[src/rtl/core/clcd_pkg.sv]
`timescale 1ns / 1ps
// shared types, constants and character map for the lcd text writer
package clcd_pkg;

   localparam int CSR_IDX_W  = 1;
   localparam int CSR_DATA_W = 6;

   localparam logic [CSR_IDX_W-1:0] CSR_NUM_COLS = 1'b0;
   localparam logic [CSR_IDX_W-1:0] CSR_NUM_ROWS = 1'b1;

   localparam logic [5:0] NUM_COLS_RST = 6'd16;
   localparam logic [2:0] NUM_ROWS_RST = 3'd2;

   localparam logic [7:0] LEAD_D0       = 8'hD0;
   localparam logic [7:0] LEAD_D1       = 8'hD1;
   localparam logic [7:0] CHAR_NL       = 8'h0A;
   localparam logic [7:0] CHAR_CR       = 8'h0D;
   localparam logic [7:0] CMD_SET_ADDR  = 8'h80;
   localparam logic [7:0] CMD_SCROLL    = 8'h18;
   localparam logic [7:0] YO_UPPER_CODE = 8'hA2;
   localparam logic [7:0] YO_LOWER_CODE = 8'hB5;

   localparam logic [7:0] ROW_BASE [4] = '{8'h00, 8'h40, 8'h14, 8'h54};

   // lead 0xd0, second byte 0x90..0xbf
   localparam logic [7:0] MAP_D0 [48] = '{
      8'h41, 8'hA0, 8'h42, 8'hA1, 8'hE0, 8'h45, 8'hA3, 8'hA4,
      8'hA5, 8'hA6, 8'h4B, 8'hA7, 8'h4D, 8'h48, 8'h4F, 8'hA8,
      8'h50, 8'h43, 8'h54, 8'hA9, 8'hAA, 8'h58, 8'hE1, 8'hAB,
      8'hAC, 8'hE2, 8'hAD, 8'hAE, 8'h62, 8'hAF, 8'hB0, 8'hB1,
      8'h61, 8'hB2, 8'hB3, 8'hB4, 8'hE3, 8'h65, 8'hB6, 8'hB7,
      8'hB8, 8'hB9, 8'hBA, 8'hBB, 8'hBC, 8'hBD, 8'h6F, 8'hBE
   };

   // lead 0xd1, second byte 0x80..0x8f
   localparam logic [7:0] MAP_D1 [16] = '{
      8'h70, 8'h63, 8'hBF, 8'h79, 8'hE4, 8'h78, 8'hE5, 8'hC0,
      8'hC1, 8'hE6, 8'hC2, 8'hC3, 8'hC4, 8'hC5, 8'hC6, 8'hC7
   };

   typedef struct packed {
      logic load;
      logic walk_clr;
      logic cnt_exec;
      logic start_addr;
      logic em_exec;
      logic em_data;
      logic finish;
   } cmd_type;

   typedef struct packed {
      logic at_end;
      logic scroll;
   } status_type;

   function automatic logic [7:0] map_pair(input logic [7:0] lead, input logic [7:0] second);
      logic [7:0] v;
      logic [7:0] off;
      v   = 8'h00;
      off = second - 8'h90;
      if (lead == LEAD_D0) begin
         if (second inside {[8'h90:8'hBF]}) begin
            v = MAP_D0[off[5:0]];
         end else if (second == 8'h81) begin
            v = YO_UPPER_CODE;
         end
      end else begin
         if (second inside {[8'h80:8'h8F]}) begin
            v = MAP_D1[second[3:0]];
         end else if (second == 8'h91) begin
            v = YO_LOWER_CODE;
         end
      end
      return v;
   endfunction

endpackage

[src/rtl/core/clcd_ctrl.sv]
`timescale 1ns / 1ps
// sequencing state machine for load, count and emit passes
module clcd_ctrl (
   input  logic                  clock,
   input  logic                  reset,
   input  logic                  start,
   input  logic                  req_last_byte,
   input  clcd_pkg::status_type  status,
   output logic                  busy,
   output clcd_pkg::cmd_type     cmd
);

   typedef enum logic [7:0] {
      ST_IDLE    = 8'b0000_0001,
      ST_CNT_RD  = 8'b0000_0010,
      ST_CNT_EX  = 8'b0000_0100,
      ST_ADDR    = 8'b0000_1000,
      ST_EM_RD   = 8'b0001_0000,
      ST_EM_EX   = 8'b0010_0000,
      ST_EM_DATA = 8'b0100_0000,
      ST_FIN     = 8'b1000_0000
   } state_type;

   state_type state_ff;
   state_type state_in;

   always_comb begin
      state_in = state_ff;
      cmd      = '0;
      case (state_ff)
         ST_IDLE: begin
            if (start) begin
               cmd.load = 1'b1;
               if (req_last_byte) begin
                  cmd.walk_clr = 1'b1;
                  state_in     = ST_CNT_RD;
               end
            end
         end
         ST_CNT_RD: begin
            state_in = ST_CNT_EX;
         end
         ST_CNT_EX: begin
            cmd.cnt_exec = 1'b1;
            state_in     = status.at_end ? ST_ADDR : ST_CNT_RD;
         end
         ST_ADDR: begin
            cmd.start_addr = 1'b1;
            cmd.walk_clr   = 1'b1;
            state_in       = ST_EM_RD;
         end
         ST_EM_RD: begin
            state_in = ST_EM_EX;
         end
         ST_EM_EX: begin
            cmd.em_exec = 1'b1;
            if (status.scroll) begin
               state_in = ST_EM_DATA;
            end else if (status.at_end) begin
               state_in = ST_FIN;
            end else begin
               state_in = ST_EM_RD;
            end
         end
         ST_EM_DATA: begin
            cmd.em_data = 1'b1;
            state_in    = status.at_end ? ST_FIN : ST_EM_RD;
         end
         ST_FIN: begin
            cmd.finish = 1'b1;
            state_in   = ST_IDLE;
         end
         default: begin
            state_in = ST_IDLE;
         end
      endcase
   end

   always_ff @(posedge clock) begin
      if (reset) begin
         state_ff <= ST_IDLE;
      end else begin
         state_ff <= state_in;
      end
   end

   assign busy = (state_ff != ST_IDLE);

endmodule

[src/rtl/core/clcd_datapath.sv]
`timescale 1ns / 1ps
// string buffer, cursor, character count and write output registers
module clcd_datapath #(
   parameter int LINE_WIDTH = 16,
   parameter int MAX_BYTES  = 16
) (
   input  logic                           clock,
   input  logic                           reset,
   input  clcd_pkg::cmd_type              cmd,
   output clcd_pkg::status_type           status,
   input  logic [7:0]                     req_text_byte,
   input  logic [7:0]                     req_target_row,
   input  logic                           csr_wr_en,
   input  logic [clcd_pkg::CSR_IDX_W-1:0] csr_index,
   input  logic [clcd_pkg::CSR_DATA_W-1:0] csr_wr_data,
   output logic                           rsp_valid,
   output logic                           rsp_is_data,
   output logic [7:0]                     rsp_bus_byte,
   output logic                           rsp_last_write
);

   localparam int AW = $clog2(MAX_BYTES);
   localparam int CW = $clog2(MAX_BYTES + 1);
   localparam logic [7:0] HALF_WIDTH = 8'(LINE_WIDTH / 2);
   localparam logic [CW-1:0] FILL_MAX = CW'(MAX_BYTES);

   logic [7:0]    mem_ff [MAX_BYTES];
   logic [7:0]    rd_data_ff;

   logic [5:0]    num_cols_ff;
   logic [2:0]    num_rows_ff;
   logic [CW-1:0] fill_ff, fill_in;
   logic [7:0]    first_row_ff, first_row_in;
   logic [AW-1:0] idx_ff, idx_in;
   logic [CW-1:0] count_ff, count_in;
   logic          pair_ff, pair_in;
   logic [7:0]    lead_ff, lead_in;
   logic [7:0]    char_ff, char_in;
   logic [7:0]    col_ff, col_in;
   logic [1:0]    row_ff, row_in;
   logic          pend_valid_ff, pend_valid_in;
   logic          pend_data_ff, pend_data_in;
   logic [7:0]    pend_byte_ff, pend_byte_in;
   logic          out_valid_ff, out_valid_in;
   logic          out_data_ff, out_data_in;
   logic [7:0]    out_byte_ff, out_byte_in;
   logic          out_last_ff, out_last_in;

   logic          at_end;
   logic          is_lead;
   logic          is_nl;
   logic          is_cr;
   logic          is_char;
   logic          need_scroll;
   logic [7:0]    char_val;
   logic [7:0]    start_col;
   logic [7:0]    sa_col;
   logic [7:0]    sa_row;
   logic [1:0]    sa_row_ok;
   logic [7:0]    sa_byte;
   logic          push;
   logic          push_data;
   logic [7:0]    push_byte;

   assign at_end      = (CW'(idx_ff) + CW'(1)) >= fill_ff;
   assign is_lead     = (rd_data_ff == clcd_pkg::LEAD_D0) || (rd_data_ff == clcd_pkg::LEAD_D1);
   assign is_nl       = (rd_data_ff == clcd_pkg::CHAR_NL);
   assign is_cr       = (rd_data_ff == clcd_pkg::CHAR_CR);
   assign is_char     = pair_ff || !(is_nl || is_cr || is_lead);
   assign need_scroll = col_ff >= {2'b00, num_cols_ff};
   assign char_val    = pair_ff ? clcd_pkg::map_pair(lead_ff, rd_data_ff) : rd_data_ff;
   assign start_col   = HALF_WIDTH - 8'(count_ff >> 1);

   assign status.at_end = at_end;
   assign status.scroll = is_char && need_scroll;

   // set-address source: start of string, newline or carriage return
   always_comb begin
      sa_col = start_col;
      sa_row = first_row_ff;
      if (cmd.em_exec) begin
         if (is_nl) begin
            sa_col = col_ff;
            sa_row = {6'd0, row_ff} + 8'd1;
         end else begin
            sa_col = 8'd0;
            sa_row = {6'd0, row_ff};
         end
      end
   end

   assign sa_row_ok = (sa_row >= {5'd0, num_rows_ff}) ? 2'd0 : sa_row[1:0];
   assign sa_byte   = clcd_pkg::CMD_SET_ADDR | (sa_col + clcd_pkg::ROW_BASE[sa_row_ok]);

   always_comb begin
      fill_in       = fill_ff;
      first_row_in  = first_row_ff;
      idx_in        = idx_ff;
      count_in      = count_ff;
      pair_in       = pair_ff;
      lead_in       = lead_ff;
      char_in       = char_ff;
      col_in        = col_ff;
      row_in        = row_ff;
      push          = 1'b0;
      push_data     = 1'b0;
      push_byte     = 8'd0;

      if (cmd.load && (fill_ff < FILL_MAX)) begin
         fill_in = fill_ff + CW'(1);
         if (fill_ff == '0) begin
            first_row_in = req_target_row;
         end
      end

      if (cmd.walk_clr) begin
         idx_in   = '0;
         count_in = '0;
         pair_in  = 1'b0;
      end

      if (cmd.cnt_exec) begin
         idx_in = idx_ff + AW'(1);
         if (pair_ff) begin
            pair_in = 1'b0;
         end else if (is_lead) begin
            if (!at_end) begin
               count_in = count_ff + CW'(1);
               pair_in  = 1'b1;
            end
         end else begin
            count_in = count_ff + CW'(1);
         end
      end

      if (cmd.start_addr) begin
         push      = 1'b1;
         push_byte = sa_byte;
         col_in    = sa_col;
         row_in    = sa_row_ok;
      end

      if (cmd.em_exec) begin
         if (!pair_ff && (is_nl || is_cr)) begin
            push      = 1'b1;
            push_byte = sa_byte;
            col_in    = sa_col;
            row_in    = sa_row_ok;
            idx_in    = idx_ff + AW'(1);
         end else if (!pair_ff && is_lead) begin
            if (!at_end) begin
               pair_in = 1'b1;
               lead_in = rd_data_ff;
            end
            idx_in = idx_ff + AW'(1);
         end else begin
            pair_in = 1'b0;
            push    = 1'b1;
            if (need_scroll) begin
               push_byte = clcd_pkg::CMD_SCROLL;
               col_in    = col_ff - 8'd1;
               char_in   = char_val;
            end else begin
               push_data = 1'b1;
               push_byte = char_val;
               col_in    = col_ff + 8'd1;
               idx_in    = idx_ff + AW'(1);
            end
         end
      end

      if (cmd.em_data) begin
         push      = 1'b1;
         push_data = 1'b1;
         push_byte = char_ff;
         col_in    = col_ff + 8'd1;
         idx_in    = idx_ff + AW'(1);
      end

      if (cmd.finish) begin
         fill_in = '0;
      end
   end

   // one write held back so the final one can be flagged
   always_comb begin
      pend_valid_in = pend_valid_ff;
      pend_data_in  = pend_data_ff;
      pend_byte_in  = pend_byte_ff;
      out_valid_in  = 1'b0;
      out_data_in   = pend_data_ff;
      out_byte_in   = pend_byte_ff;
      out_last_in   = 1'b0;
      if (push) begin
         out_valid_in  = pend_valid_ff;
         pend_valid_in = 1'b1;
         pend_data_in  = push_data;
         pend_byte_in  = push_byte;
      end
      if (cmd.finish) begin
         out_valid_in  = pend_valid_ff;
         out_last_in   = 1'b1;
         pend_valid_in = 1'b0;
      end
   end

   always_ff @(posedge clock) begin
      if (cmd.load && (fill_ff < FILL_MAX)) begin
         mem_ff[fill_ff[AW-1:0]] <= req_text_byte;
      end
      rd_data_ff <= mem_ff[idx_ff];
   end

   always_ff @(posedge clock) begin
      if (reset) begin
         num_cols_ff   <= clcd_pkg::NUM_COLS_RST;
         num_rows_ff   <= clcd_pkg::NUM_ROWS_RST;
         fill_ff       <= '0;
         first_row_ff  <= 8'd0;
         idx_ff        <= '0;
         count_ff      <= '0;
         pair_ff       <= 1'b0;
         col_ff        <= 8'd0;
         row_ff        <= 2'd0;
         pend_valid_ff <= 1'b0;
         out_valid_ff  <= 1'b0;
      end else begin
         if (csr_wr_en) begin
            case (csr_index)
               clcd_pkg::CSR_NUM_COLS: num_cols_ff <= csr_wr_data;
               clcd_pkg::CSR_NUM_ROWS: num_rows_ff <= csr_wr_data[2:0];
               default: ;
            endcase
         end
         fill_ff       <= fill_in;
         first_row_ff  <= first_row_in;
         idx_ff        <= idx_in;
         count_ff      <= count_in;
         pair_ff       <= pair_in;
         col_ff        <= col_in;
         row_ff        <= row_in;
         pend_valid_ff <= pend_valid_in;
         out_valid_ff  <= out_valid_in;
      end
   end

   always_ff @(posedge clock) begin
      lead_ff      <= lead_in;
      char_ff      <= char_in;
      pend_data_ff <= pend_data_in;
      pend_byte_ff <= pend_byte_in;
      out_data_ff  <= out_data_in;
      out_byte_ff  <= out_byte_in;
      out_last_ff  <= out_last_in;
   end

   assign rsp_valid      = out_valid_ff;
   assign rsp_is_data    = out_data_ff;
   assign rsp_bus_byte   = out_byte_ff;
   assign rsp_last_write = out_last_ff;

endmodule

[src/rtl/core/cyrillic_lcd_text_writer.sv]
`timescale 1ns / 1ps
// top level: centered text writer for a character display controller
// a request that is not the last byte of a string is taken at once, busy stays low
// the last byte starts emit: a count pass with a read and a count state per stored byte, a set-address
// state, an emit pass with a read and an emit state per stored byte plus a data state per scroll, and a
// closing state; the buffer's single registered read port is why each byte is read first. the final
// write is strobed on rsp_ in the same cycle that busy falls. synchronous reset clears the string and cursor
module cyrillic_lcd_text_writer #(
   parameter int LINE_WIDTH = 16,
   parameter int MAX_BYTES  = 16
) (
   input  logic                            clock,
   input  logic                            reset,
   input  logic                            start,
   output logic                            busy,
   input  logic [7:0]                      req_text_byte,
   input  logic [7:0]                      req_target_row,
   input  logic                            req_last_byte,
   output logic                            rsp_valid,
   output logic                            rsp_is_data,
   output logic [7:0]                      rsp_bus_byte,
   output logic                            rsp_last_write,
   input  logic                            csr_wr_en,
   input  logic [clcd_pkg::CSR_IDX_W-1:0]  csr_index,
   input  logic [clcd_pkg::CSR_DATA_W-1:0] csr_wr_data
);

   clcd_pkg::cmd_type    cmd;
   clcd_pkg::status_type status;

   clcd_ctrl u_ctrl (
      .clock         (clock),
      .reset         (reset),
      .start         (start),
      .req_last_byte (req_last_byte),
      .status        (status),
      .busy          (busy),
      .cmd           (cmd)
   );

   clcd_datapath #(
      .LINE_WIDTH (LINE_WIDTH),
      .MAX_BYTES  (MAX_BYTES)
   ) u_datapath (
      .clock          (clock),
      .reset          (reset),
      .cmd            (cmd),
      .status         (status),
      .req_text_byte  (req_text_byte),
      .req_target_row (req_target_row),
      .csr_wr_en      (csr_wr_en),
      .csr_index      (csr_index),
      .csr_wr_data    (csr_wr_data),
      .rsp_valid      (rsp_valid),
      .rsp_is_data    (rsp_is_data),
      .rsp_bus_byte   (rsp_bus_byte),
      .rsp_last_write (rsp_last_write)
   );

   a_final_write_on_done : assert property (@(posedge clock) disable iff (reset)
      $fell(busy) |-> (rsp_valid && rsp_last_write))
      else $error("emit finished without a final write");

   a_last_write_idle : assert property (@(posedge clock) disable iff (reset)
      (rsp_valid && rsp_last_write) |-> !busy)
      else $error("final write while still busy");

   a_plain_byte_no_emit : assert property (@(posedge clock) disable iff (reset)
      (start && !busy && !req_last_byte) |=> (!busy && !rsp_valid))
      else $error("non-final request started emit");

endmodule

[config.mk]
export PLATFORM = sky130hd
export DESIGN_NAME = cyrillic_lcd_text_writer
export DESIGN_NICKNAME = d
export VERILOG_FILES = /design/src/rtl/core/clcd_pkg.sv /design/src/rtl/core/clcd_ctrl.sv /design/src/rtl/core/clcd_datapath.sv /design/src/rtl/core/cyrillic_lcd_text_writer.sv
export SDC_FILE = /design/constraint.sdc
export NUM_CORES = 1
export LEC_CHECK = 0
export BUFFER_PORTS_ARGS = -buffer_cell sky130_fd_sc_hd__buf_2
export CAP_MARGIN = 10
export CORE_MARGIN = 2
export CORE_UTILIZATION = 50
export CTS_CLUSTER_SIZE = 16
export DETAILED_ROUTE_END_ITERATION = 12
export GPL_TIMING_DRIVEN = 0
export PLACE_DENSITY = 0.78
export SKIP_LAST_GASP = 1
export SLEW_MARGIN = 40
export SYNTH_ARGS = -nofsm -noshare
export SYNTH_HDL_FRONTEND = slang
export SYNTH_SLANG_ARGS = --single-unit
[constraint.sdc]
create_clock -name clock -period 4.6 [get_ports clock]
set_input_delay 0.69 -clock clock [delete_from_list [all_inputs] [get_ports clock]]
set_output_delay 0.69 -clock clock [all_outputs]
set_load 0.05 [all_outputs]
# Word level (Yosys, flattened, before mapping)

Memory sizes are Yosys's and may differ from the RTL's. A register that Yosys moved wholly into a read port is not among the register bits.
Cells that the tools add are included.

Register bits: 87
Memory bits (writable): 128
Memory bits (read-only): 640
Input bits: 28
Output and inout bits: 12
Logic and storage cells: 171
Memories kept: 3

Memories:

| name              | depth | width | rd ports | clocked after Yosys merged registers in | wr ports | line                | source |
|---|---|---|---|---|---|---|---|
| (no name shown)   | 64    | 8     | 1        | 0                                       | 0        | clcd_pkg.sv:63      | `v = MAP_D0[off[5:0]];` |
| (no name shown)   | 16    | 8     | 1        | 0                                       | 0        | clcd_pkg.sv:69      | `v = MAP_D1[second[3:0]];` |
| u_datapath.mem_ff | 16    | 8     | 1        | 1                                       | 1        | clcd_datapath.sv:27 | `logic [7:0] mem_ff [MAX_BYTES];` |

Add/subtract/negate cells: 10
$lt $le $gt $ge: 11
Eq/ne operators: 18
Multiplexer cells: 83
Bitwise logic cells: 7
Reductions and logical operators: 20

Operator list:

| operator                                              | number |
|---|---|
| 2-to-1 mux 8 bit                                      | 30 |
| one-hot mux 8 bit (7 select lines)                    | 1 |
| == test 8 bit, second input constant                  | 6 |
| 2-to-1 mux 4 bit                                      | 8 |
| 2-to-1 mux 1 bit                                      | 30 |
| 2-to-1 mux 5 bit                                      | 5 |
| == test 8 x 4 -> 1 bit, second input constant         | 3 |
| binary-select mux 8 bit (select 2 bit)                | 1 |
| >= comparator 8 bit, second input constant            | 2 |
| less-or-equal comparator 8 bit, second input constant | 2 |
| 2-to-1 mux 7 bit                                      | 2 |
| adder 5 x 1 -> 5 bit, second input constant           | 2 |
| 2-to-1 mux 2 bit                                      | 5 |
| adder 8 x 1 -> 8 bit, second input constant           | 1 |
| == test 8 x 1 -> 1 bit, second input constant         | 1 |
| == test 8 x 2 -> 1 bit, second input constant         | 1 |
| == test 8 x 3 -> 1 bit, second input constant         | 1 |
| == test 8 x 5 -> 1 bit, second input constant         | 1 |
| == test 8 x 6 -> 1 bit, second input constant         | 1 |
| == test 8 x 7 -> 1 bit, second input constant         | 1 |
| >= comparator 8 x 3 -> 1 bit                          | 1 |
| >= comparator 8 x 6 -> 1 bit                          | 1 |
| != test 8 x 1 -> 1 bit, second input constant         | 1 |
| AND reduction 2 bit                                   | 4 |
| 24 further kinds                                      | 38 |

# Logic depth before layout (Yosys ltp)

Gate-level depths: netlist of run 1.

Depth after elaboration: 15
Gate-level depth with buffers: 19
Gate-level depth less buffers: 17

# Modules after synthesis

From an unflattened synthesis of run 1, not the netlist that was laid out.

Cells, all modules: 999
Area, all modules: 11274.6 um^2

Modules (own cells, without submodules):

| module        | times used | cells each | area each (um^2) | seq. area each (um^2) |
|---|---|---|---|---|
| clcd_datapath | 1          | 939        | 10746.6          | 5835.6 |
| clcd_ctrl     | 1          | 60         | 528.0            | 160.2 |

# Worst setup path before layout of run 1

OpenSTA, ideal clock, no wires.

Path kind: reg-to-reg
From: reg u_datapath.rd_data_ff[4] (read register of u_datapath.mem_ff)
To: reg u_datapath.pend_byte_ff[6], in the netlist u_datapath.out_byte_in[6] (data pin)
Setup time: 261 ps
Arrival: 3581 ps
Data required time: 4339 ps
Setup slack: 758 ps
Cell stages (with the launch flop): 19
Path buffers: 1
Clock period less this slack: 3842 ps
Cells stage by stage: dfxtp_1 > clkbuf_1 > inv_1 > ha_1 > nand3b_1 > or4_1 > a21oi_1 > a21oi_1 > ha_1 > nand2b_1 > a21o_1 > a21oi_1 > and2_1 > ha_1 > ha_1 > a21oi_1 > o21ai_0 > mux2i_1 > a221o_1

Cells in the longest elaborated chain, start to end: 15
Elaborated cells on any way between the ends: 40
Those cells by class: add/sub (2); order compare (5); eq/ne (4); mux (20); bitwise (2); reduce/logical (6); memory (1)

RTL lines:

| what                                                 | line                 | source |
|---|---|---|
| from (decl)                                          | clcd_datapath.sv:28  | `logic [7:0] rd_data_ff;` |
| == test 8 x 4 -> 1 bit                               | clcd_datapath.sv:67  | `assign is_nl = (rd_data_ff == clcd_pkg::CHAR_NL);` |
| 2-to-1 mux 8 bit                                     | clcd_datapath.sv:82  | `if (is_nl) begin` |
| 2-to-1 mux 8 bit                                     | clcd_datapath.sv:81  | `if (cmd.em_exec) begin` |
| >= comparator 8 x 3 -> 1 bit                         | clcd_datapath.sv:92  | `assign sa_row_ok = (sa_row >= {5'd0, num_rows_ff}) ? 2'd0 : sa_row[1:0];` |
| 2-to-1 mux 2 bit                                     | clcd_datapath.sv:92  |  |
| NOT 2 -> 3 bit (not written as such)                 | clcd_datapath.sv:93  | `assign sa_byte = clcd_pkg::CMD_SET_ADDR \| (sa_col + clcd_pkg::ROW_BASE[sa_row_ok]);` |
| binary-select mux 8 bit (select 2 bit)               | clcd_datapath.sv:93  |  |
| 2-to-1 mux 7 bit (not written as such) (2 in series) | clcd_datapath.sv:93  |  |
| adder 7 bit                                          | clcd_datapath.sv:93  |  |
| 2-to-1 mux 8 bit                                     | clcd_datapath.sv:136 | `if (cmd.start_addr) begin` |
| 2-to-1 mux 8 bit                                     | clcd_datapath.sv:150 | `end else if (!pair_ff && is_lead) begin` |
| 2-to-1 mux 8 bit                                     | clcd_datapath.sv:144 | `if (!pair_ff && (is_nl \|\| is_cr)) begin` |
| 2-to-1 mux 8 bit (*)                                 | clcd_datapath.sv:143 | `if (cmd.em_exec) begin` |
| 2-to-1 mux 8 bit (*)                                 | clcd_datapath.sv:172 | `if (cmd.em_data) begin` |
| via u_datapath.push_byte[6]                          | clcd_datapath.sv:63  | `logic [7:0] push_byte;` |
| to (signal assigned)                                 | clcd_datapath.sv:251 | `pend_byte_ff <= pend_byte_in;` |
| to (decl)                                            | clcd_datapath.sv:43  | `logic [7:0] pend_byte_ff, pend_byte_in;` |

Mark *: on every way through the listed nets, which the timed path passes. The rest lies on a longest branch. The select of a mux whose other input is x is not followed.
A chain may end at the register's enable or synchronous reset.

# Worst setup path in the final report of run 1

From: reg u_datapath.rd_data_ff[0] (read register of u_datapath.mem_ff)
To: reg u_datapath.pend_byte_ff[6], in the netlist u_datapath.out_byte_in[6] (data pin)

The elaborated chain is that of the path after synthesis.

==> results of run 1 <==
[worst max-delay path: stages (launching register included)]
cell,delay (ns)
dfxtp_1,0.35
clkbuf_1,0.26
inv_2,0.21
ha_1,0.31
nand2b_1,0.10
buf_6,0.16
or4_1,0.43
a21oi_2,0.25
a21oi_1,0.08
ha_1,0.27
nand2b_1,0.14
a21o_1,0.17
a21oi_1,0.20
and2_2,0.25
ha_1,0.19
ha_1,0.18
a21oi_1,0.09
o21ai_0,0.16
mux2i_1,0.09
a221o_1,0.27
[registers in the layout (all words and copies together) (netlist names)]
| name | count |
|---|---|
| u_datapath.rsp_is_data | 1 |
| u_datapath.out_byte_in | 8 |
| u_datapath.rsp_bus_byte | 8 |
| u_datapath.num_cols_ff | 6 |
| u_datapath.lead_ff | 8 |
| u_datapath.row_ff | 2 |
| u_datapath.num_rows_ff | 3 |
| u_datapath.pair_ff | 1 |
| u_datapath.out_data_in | 1 |
| u_datapath.fill_ff | 5 |
| u_datapath.idx_ff | 4 |
| u_datapath.mem_ff | 128 |
| u_datapath.char_ff | 8 |
| u_ctrl.state_ff | 8 |
| u_datapath.pend_valid_ff | 1 |
| u_datapath.rd_data_ff | 8 |
| u_datapath.rsp_valid | 1 |
| u_datapath.first_row_ff | 8 |
| u_datapath.rsp_last_write | 1 |
| u_datapath.count_ff | 5 |
| u_datapath.col_ff | 8 |
[cells in the final DEF, fill, tap and decap left out, types with 36 or more instances in the layout]
master,Yosys,final
o21ai_0,49,49
nor2_1,75,68
a21oi_1,63,62
dfxtp_1,70,70
ha_1,37,37
edfxtp_1,153,153
clkbuf_1,28,36
mux2i_1,47,47
buf_2,12,50
nand2_1,80,80
[stage by stage]
step / worst slack, ns / cell area (um2) / TNS [ns] / total power [mW]
2_1_floorplan: 0.758 / 10900 / 0 / 2.47
3_3_place_gp: 0.0239 / 11400 / 0 / 2.58
3_5_place_dp: -0.0527 / 11500 / -0.0527 / 2.58
4_1_cts: 0.0240 / 12200 / 0 / 4.36
5_1_grt: -0.0192 / 12200 / -0.0192 / 4.48
6_report: 0.187 / 12200 / 0 / 4.35
[what timing repair did]
| item | 4_1_cts | 5_1_grt |
|---|---|---|
| setup buffers | 0 | 2 |
| gates resized for setup | 1 | 3 |
| setup endpoints to repair | 1 | 2 |
[power groups by stage]
stage / sequential [mW] / clock, mW / combinational, mW
after global placement: 2.24 / 0 / 0.341
after CTS: 2.20 / 1.82 / 0.347
after global routing: 2.20 / 1.89 / 0.389
final: 2.20 / 1.80 / 0.355
after detailed placement: 2.24 / 0 / 0.343
after floorplan: 2.23 / 0 / 0.236
[kinds of logic after synthesis]
kind of cell             count (synthesis)  synth area share [%]
flip-flops                             223                  55.0
AO/OA/AOI/OAI                          215                  13.3
XOR/XNOR                                20                  1.61
multiplexers                            71                  8.76
adder cells (fa/ha/maj)                 37                  4.25
buffers and inverters                   82                  3.25
AND/OR/NAND/NOR                        293                  13.8
[worst paths after layout]
path	start	to	slack, ns	depth (start not counted)
worst max-delay path	u_datapath.rd_data_ff[0]	u_datapath.out_byte_in[6]	0.19	19
worst min-delay path	u_datapath.out_byte_in[5]	u_datapath.rsp_bus_byte[5]	0.34	0
worst max register to register	u_datapath.rd_data_ff[0]	u_datapath.out_byte_in[6]	0.19	19
worst min register to register	u_datapath.out_byte_in[5]	u_datapath.rsp_bus_byte[5]	0.34	0
[final cells by class]
cell class	count	area [um2]
sequential	223	6000
fill	1842	9390
inverter	31	116
multi-input combinational	636	4590
timing repair buffer	40	205
tap	280	350
buffer	51	239
clock inverter	8	86.3
clock buffer	34	647
[layer usage]
layer	global-route usage, %	wire length, um	up-vias
met3	4.10	1790	65
met4	8.29	844	0
met1	29.5	10500	3736
met2	37.5	12600	336
met5	0	0	-
li1	-	-	3681
==> metrics.md, run 1 <==
| Metric | Value |
|---|---|
| Initial core utilization | 50.4% |
| LEAKAGE | 4.42 nW |
| H-tree depth | 1 |
| First DRT Iteration DRCs | 751 |
| Seq pwr share | 50.5% |
| Sequential fraction of the synthesis area | 55.0% |
| Worst Tran Pin Value | 0.875 ns |
| Avg Inst Size Synth | 11.6 um2 |
| GR Overflow Total | 0 |
| Mapped cell area | 10,900 um2 |
| Min-delay worst type | reg -> reg |
| Largest net degree at the start of global routing | 17 |
| Routed len/inst | 19.7 um |
| Mapped Nets | 1,006 |
| Skew final | 0.0271 ns |
| Synth Instances | 941 |
| TritonRoute pass-1 iters | 5 |
| Final setup viols | 0 |
| Clock Pin Slew Worst Setup and Hold Paths | 0.05 ns |
| Arrival time at the worst endpoint | 4.67 ns |
| Ant. Diodes | 0 |
| Layout area overhead | 12.2% |
| Vias in the first global route | 7,450 |
| Top FF cell, synth | edfxtp_1 |
| Max_cap viols | 0 |
| Placer congestion estimate | 0.916 |
| Outcome | finished clean |
| TritonCTS Buffers | 23 |
| Wire length of the first global-routing pass | 39.8 mm |
| Via Count | 7,818 |
| Total wire length | 25.7 mm |
| Synth top cells by count | edfxtp_1, nand2_1, nor2_1 |
| Total GRT Usage | 22.5% |
| Worst setup EP type | flop |
| Startpoint Class | flop |
| Nets | 1,071 |
| Clk buf depth | 3 |
| Antenna violations before repair | 0 |
| Synth top area share | 42.2% |
| Clk sinks | 223 |
| Hold-fix buffers, CTS | 0 |
| Synthesized flop and latch total | 223 |
| Post-synth EDFFs | 153 |
| CP max FO | 10 |
| Synth area leader | edfxtp_1 |
| Yosys warnings | 0 |
| Fmax | 227 MHz |
| Site row count | 54 |
| Die extent in x | 152 um |
| Die area | 23,000 um2 |
| # IOs | 40 |
| NetSw | 1.00 mW |
| Post-layout util | 56.6% |
| Dominant cells by area after synthesis | edfxtp_1, dfxtp_1, mux2i_1 |
| Worst slew margin | 41.4% |
| Power per cell area | 356 nW/um2 |
| Clock Latency Late Sink | 0.53 ns |
| Max Transition Viols Final | 0 |
| Critical path class | reg -> reg |
| Die Ht | 152 um |
| Yosys cell types | 84 |
| Clock Power Share | 41.3% |
| Top-count cell post-synth | edfxtp_1 |
| Req. time, crit path | 4.86 ns |
| Share of layout cells above drive strength 1 | 15.5% |
| Hold violation count in the final report | 0 |
| I/O Buffers | 38 |
| Final Instance Count excl. Fillers | 1,303 |
| Placed Instances | 1,259 |
| Detail Placement HPWL | 18.1 mm |
| Final period util | 95.9% |
| Clk root buf | clkbuf_16 |
| Hold_ws | 0.339 ns |
| Tmin final | 4.41 ns |
| Core Area | 21,600 um2 |
| Sw Share | 23.1% |
| Routed Antenna Nets | 0 |
| CTS tree | done |
| Pint | 3.34 mW |
| Async SR Flop Fraction | 0% |
| Worst vdd ir | 0.403 mV |
| Comb pwr share | 8.2% |
| Post-route DRC | 0 |
| Via/cell ratio | 6.00 |
Power figures use the tool's default switching activity.
==> run 2, diff against run 1 <==
Settings changed: ABC_AREA from default to 1, CORE_UTILIZATION 50 to 43, PLACE_DENSITY 0.78 to 0.7, REMOVE_ABC_BUFFERS from default to 1.
==> run 2 against run 1 <==
Against the previous run: critical path depth rose by 6; final area rose by 1.2%; fmax rose by 7.5%; clock power rose by 13%; non-clock buffer count fell by 50; global-route usage fell by 2.7 points; cell count rose by 24%; combinational power rose by 130%; highest routed layer unchanged.
==> metrics.md, run 2 <==
| Metric | Value |
|---|---|
| Outcome | finished clean |
| Dominant cells by area after synthesis | edfxtp_1, dfxtp_1, nand2_1 |
| Fillers | 2,348 |
| Multi-input gate area | 4430 um2 |
| Critical path class | reg -> reg |
| Routed Antenna Nets | 0 |
| TritonRoute pass-1 iters | 7 |
| Post-route DRC | 0 |
| Max reg flops | 128 |
| Post-CTS setup buffers | 0 |
| Die Ht | 165 um |
| Final setup viols | 0 |
| Buffer and inverter count on the worst path | 2 |
| Arrival time at the worst endpoint | 4.46 ns |
| Total wire length | 26.7 mm |
| Hold_ws | 0.340 ns |
| Hold-fix buffers, CTS | 0 |
| Most used cell, CP | nand2_1 |
| Total GRT Usage | 19.8% |
| Synth Instances | 1,240 |
| Clk root buf | clkbuf_16 |
| Commonest non-fill, non-tap cell in the layout | nand2_1 |
| GR Overflow Total | 0 |
| Site row count | 58 |
| Core Area | 25,300 um2 |
| Hold violation count in the final report | 0 |
| Sequential fraction of the synthesis area | 54.1% |
| Placed Instances | 1,569 |
| CTS tree | done |
| Worst setup EP type | flop |
| Ant. Diodes | 0 |
| Vias in the first global route | 8,283 |
| Synth top area share | 41.5% |
| Synthesized flop and latch total | 223 |
| Design Power | 5.22 mW |
| Async SR Flop Fraction | 0% |
| Die area | 27,100 um2 |
| Yosys warnings | 0 |
| Top-count cell post-synth | nand2_1 |
| Final WS setup | 0.495 ns |
| Final Instance Count excl. Fillers | 1,611 |
| Nets | 1,329 |
| Max stage delay on crit path | 0.59 ns |
| First DRT Iteration DRCs | 901 |
| Detail Placement HPWL | 18.0 mm |
| Tmin final | 4.10 ns |
| Req. time, crit path | 4.95 ns |
| Startpoint Class | flop |
| Antenna violations before repair | 0 |
| RSZ-0062 raised after global routing | no |
| Placer congestion estimate | 0.888 |
| CP max FO | 10 |
| Die extent in x | 165 um |
| TritonCTS Buffers | 23 |
| Layout area overhead | 11.7% |
| R2r setup slk | 0.50 ns |
| # IOs | 40 |
| Largest net degree at the start of global routing | 42 |
| CP top delay family | simple AND/OR/NAND/NOR gates |
| Clock Latency Late Sink | 0.54 ns |
| Synth area leader | edfxtp_1 |
| Worst vdd ir | 0.324 mV |
| Post-CTS Resized | 0 |
| Clk buf depth | 3 |
| Yosys cell types | 50 |
| Clock Pin Slew Worst Setup and Hold Paths | 0.07 ns |
| H-tree depth | 1 |
| Final period util | 89.2% |
| Routed len/inst | 16.5 um |
| Skew final | 0.0195 ns |
| Max_cap viols | 0 |
| Initial core utilization | 43.9% |
| Synth top cells by count | nand2_1, edfxtp_1, nor2_1 |
| LEAKAGE | 4.99 nW |
| Mapped cell area | 11,100 um2 |
| I/O Buffers | 39 |
| Min-delay worst type | reg -> reg |
| Avg Inst Size Synth | 8.93 um2 |
| Worst slew margin | 41.5% |
| Via/cell ratio | 5.47 |
| Worst Tran Pin Value | 0.876 ns |
| Clk sinks | 223 |
| Post-synth EDFFs | 153 |
| Fmax | 244 MHz |
| Pre-CTS WS | 0.617 ns |
| Register area | 6000 um2 |
| Share of layout cells above drive strength 1 | 10.5% |
| Max Transition Viols Final | 0 |
| Most frequent cells in the layout | nand2_1, edfxtp_1, nor2_1 |
| Critical Path Slowest Stage Cell | dfxtp_1 |
| Wire length of the first global-routing pass | 42.8 mm |
| Via Count | 8,814 |
| Power per cell area | 422 nW/um2 |
| Top FF cell, synth | edfxtp_1 |
## run 2: changes by cell type after synthesis, moves of 17 or more
cell / delta
inv_1: +76
mux2i_1: -47
mux4_2: -19
nand2_1: +197
nand3_1: +73
nand4_1: +17
nor2_1: +57
o21ai_0: +50
## run 2: worst paths after layout
check,start,endpoint,cells after the start
setup reg to reg,u_datapath.rd_data_ff[4],u_datapath.out_byte_in[6],25
hold / removal,u_datapath.out_data_in,u_datapath.rsp_is_data,0
hold reg to reg,u_datapath.out_data_in,u_datapath.rsp_is_data,0
setup / recovery,u_datapath.rd_data_ff[4],u_datapath.out_byte_in[6],25
## run 2: worst reg2reg max path, stage by stage, from the launching register on
cell,delay (ns)
dfxtp_1,0.59
clkinv_1,0.40
ha_1,0.36
nand2_1,0.08
nor2_1,0.07
nand2_1,0.17
nand2_1,0.07
nand3_1,0.07
nand2_1,0.07
inv_1,0.06
ha_1,0.21
o21ai_0,0.16
nand2_1,0.07
nand2_1,0.06
nand3_1,0.09
nor2_1,0.33
ha_1,0.24
ha_1,0.19
nand2_1,0.06
nand2_1,0.07
nand3_1,0.10
nand2_1,0.08
nand2_1,0.04
nand2_1,0.07
nand2_1,0.05
a21oi_1,0.19
## run 2: power by group
part	internal, mW	switching, mW
Sequential	2.26	0.103
Clock	1.21	0.820
Combinational	0.249	0.585
## run 2: logic make-up (layout without fill, tap and decap cells)
family / after synthesis / after routing / synth area share (%)
simple gates: 566 / 566 / 22.6
compound gates: 229 / 229 / 11.6
buf+inv: 167 / 208 / 6.01
fa+ha+maj: 37 / 37 / 4.18
xor+xnor: 18 / 18 / 1.42
flops: 223 / 223 / 54.1
## run 2: area by class of cell
cell class / instances / share of cell area, %
Clock buffer: 24 / 4.68
Clock inverter: 18 / 1.96
Inverter: 125 / 3.83
Multi-Input combinational cell: 850 / 35.8
Sequential cell: 223 / 48.5
Tap cell: 330 / 3.34
Timing Repair Buffer: 41 / 1.90
## run 2: metrics by stage
step                utilization, %  setup TNS (ns)  cell area (um2)
global placement              45.5          -23.85            11500
CTS                           49.0               0            12400
global route                  49.0               0            12400
detailed placement            45.7               0            11500
floorplan                        -               0            10900
finish                        49.0               0            12400
## run 2: metal layers
layer / track usage (%) / vias up / part of all wire (%)
li1: - / 4294 / -
met5: 0 / - / 0
met1: 26.9 / 4163 / 44
met3: 3.57 / 46 / 7.0
met4: 5.18 / 0 / 2.4
met2: 32.8 / 311 / 47
==> run 3, diff against run 2 <==
Settings changed: CELL_PAD_IN_SITES_DETAIL_PLACEMENT from default to 1, CELL_PAD_IN_SITES_GLOBAL_PLACEMENT from default to 1, CORE_UTILIZATION 43 to 40, PLACE_DENSITY 0.7 to 0.79.
==> run 3 against run 2 <==
Against the previous run: clock skew decreased by 0.0097 ns; global-route usage increased by 2.2 points; fmax increased by 0.48%; critical path depth unchanged; sequential power about the same; clock power increased by 2%; hold slack improved by 0.00093 ns; core utilization decreased by 2.9 points; count of clock-buffer cells in the layout increased by 3; via count increased by 1.2%; combinational power increased by 4.7%; critical endpoint unchanged; largest cell class unchanged.
==> metrics.md, run 3 (synthesis results as in run 2) <==
| Metric | Value |
|---|---|
| Worst vdd ir | 0.469 mV |
| Share of layout cells above drive strength 1 | 11.1% |
| Site row count | 60 |
| Detail Placement HPWL | 21.6 mm |
| Total GRT Usage | 22.0% |
| Clock Pin Slew Worst Setup and Hold Paths | 0.07 ns |
| Max_cap viols | 0 |
| Gr busiest metal | met2 |
| Die extent in x | 170 um |
| Clock Latency Late Sink | 0.54 ns |
| Antenna violations before repair | 0 |
| Max Transition Viols Final | 0 |
| TritonRoute pass-1 iters | 5 |
| Final period util | 88.8% |
| Largest net degree at the start of global routing | 49 |
| TritonCTS Buffers | 25 |
| Clk sinks | 223 |
| Core Area | 27,100 um2 |
| GR Overflow Total | 0 |
| Global routing usage on met3 | 2.49% |
| Placed Instances | 1,611 |
| CTS tree | done |
| Placer congestion estimate | 0.867 |
| Final setup viols | 0 |
| Worst slew margin | 45.3% |
| Startpoint Class | flop |
| Hold violation count in the final report | 0 |
| Crit. Startpoint | u_datapath.rd_data_ff[0] |
| Routed len/inst | 18.9 um |
| Nets | 1,331 |
| Vias in the first global route | 9,388 |
| Final Instance Count excl. Fillers | 1,657 |
| Skew final | 0.00983 ns |
| Clk buf depth | 3 |
| Die area | 29,000 um2 |
| Fmax | 245 MHz |
| Commonest non-fill, non-tap cell in the layout | nand2_1 |
| Total wire length | 31.3 mm |
| Clk root buf | clkbuf_16 |
| Tmin final | 4.09 ns |
| First DRT Iteration DRCs | 518 |
| RSZ-0062 raised after global routing | no |
| Ant. Diodes | 0 |
| Reg-to-Reg Start | u_datapath.rd_data_ff[0] |
| I/O Buffers | 39 |
| Layout area overhead | 12.7% |
| Outcome | finished clean |
| Met1 GRT Util | 27.8% |
| Die Ht | 170 um |
| Final WS setup | 0.515 ns |
| Post-route DRC | 0 |
| Post-CTS Resized | 0 |
| Via Count | 8,918 |
| Most frequent cells in the layout | nand2_1, edfxtp_1, nor2_1 |
| Total negative slack | 0 ns |
| LEAKAGE | 4.99 nW |
| H-tree depth | 1 |
| Routed Antenna Nets | 0 |
| Req. time, crit path | 4.88 ns |
| Fillers | 3,166 |
| Post-CTS setup buffers | 0 |
| Pre-CTS WS | 0.364 ns |
| Min-delay worst type | reg -> reg |
| Worst Tran Pin Value | 0.816 ns |
| Hold-fix buffers, CTS | 0 |
| Arrival time at the worst endpoint | 4.37 ns |
| Wire length of the first global-routing pass | 49.9 mm |
| Worst Hold Launch | u_datapath.out_byte_in[0] |
| Power per cell area | 425 nW/um2 |
| Critical path class | reg -> reg |
| Worst setup EP type | flop |
| Max reg flops | 128 |
| Via/cell ratio | 5.38 |
| CP max FO | 9 |
| # IOs | 40 |
| Initial core utilization | 40.9% |
| Met2 usage | 39.3% |
[run 3: final timing paths]
check	slack, ns	end	depth (start not counted)
setup / recovery	0.51	u_datapath.out_byte_in[6]	25
hold / removal	0.34	u_datapath.rsp_bus_byte[0]	0
setup reg to reg	0.51	u_datapath.out_byte_in[6]	25
hold reg to reg	0.34	u_datapath.rsp_bus_byte[0]	0
[run 3: layer usage]
| layer | vias to the layer above | wire (um) |
|---|---|---|
| li1 | 4292 | - |
| met1 | 4398 | 13700 |
| met2 | 173 | 15700 |
| met3 | 55 | 1100 |
| met4 | 0 | 804 |
| met5 | - | 0 |
[run 3: worst max-delay path: stages, from the launching register on]
cell,delay [ns]
dfxtp_1,0.42
inv_1,0.29
ha_1,0.28
nand3_2,0.16
nor2_4,0.28
nand2_1,0.09
nand3_1,0.10
nand2_1,0.07
inv_1,0.06
ha_1,0.21
o21ai_0,0.15
nand2_1,0.07
nand2_1,0.06
nand3_1,0.11
nor2_1,0.40
ha_1,0.26
ha_1,0.18
nand2_1,0.07
nand2_1,0.09
nand2_1,0.06
nand2_1,0.08
nand2_1,0.05
nand2_1,0.05
nand2_1,0.08
nand2_1,0.07
a21oi_1,0.08
[run 3: final cells by class]
class	count	area [um2]	share of cell area (%)
repair buffers	41	235	1.88
inverters	125	478	3.83
flip-flops and latches	223	6000	48.1
well taps	372	465	3.73
clock inverters	19	213	1.70
multi-input cells	850	4450	35.7
clock buffers	27	633	5.07
[run 3: metrics by stage]
stage                     area (um2)  hold WS (ns)  total power [mW]  utilization (%)
after floorplan                10900         0.323              2.97                -
after global placement         11500         0.324              3.23             42.6
after detailed placement       11600         0.333              3.26             42.9
after CTS                      12500         0.346              5.33             46.0
after global routing           12500         0.351              5.53             46.1
final                          12500         0.341              5.30             46.1
[run 3: power by group]
part | leakage, nW | internal [mW] | total (mW) | switching, mW
combinational | 2.65 | 0.250 | 0.873 | 0.623
clock | 0.406 | 1.23 | 2.07 | 0.839
sequential | 1.93 | 2.26 | 2.37 | 0.107
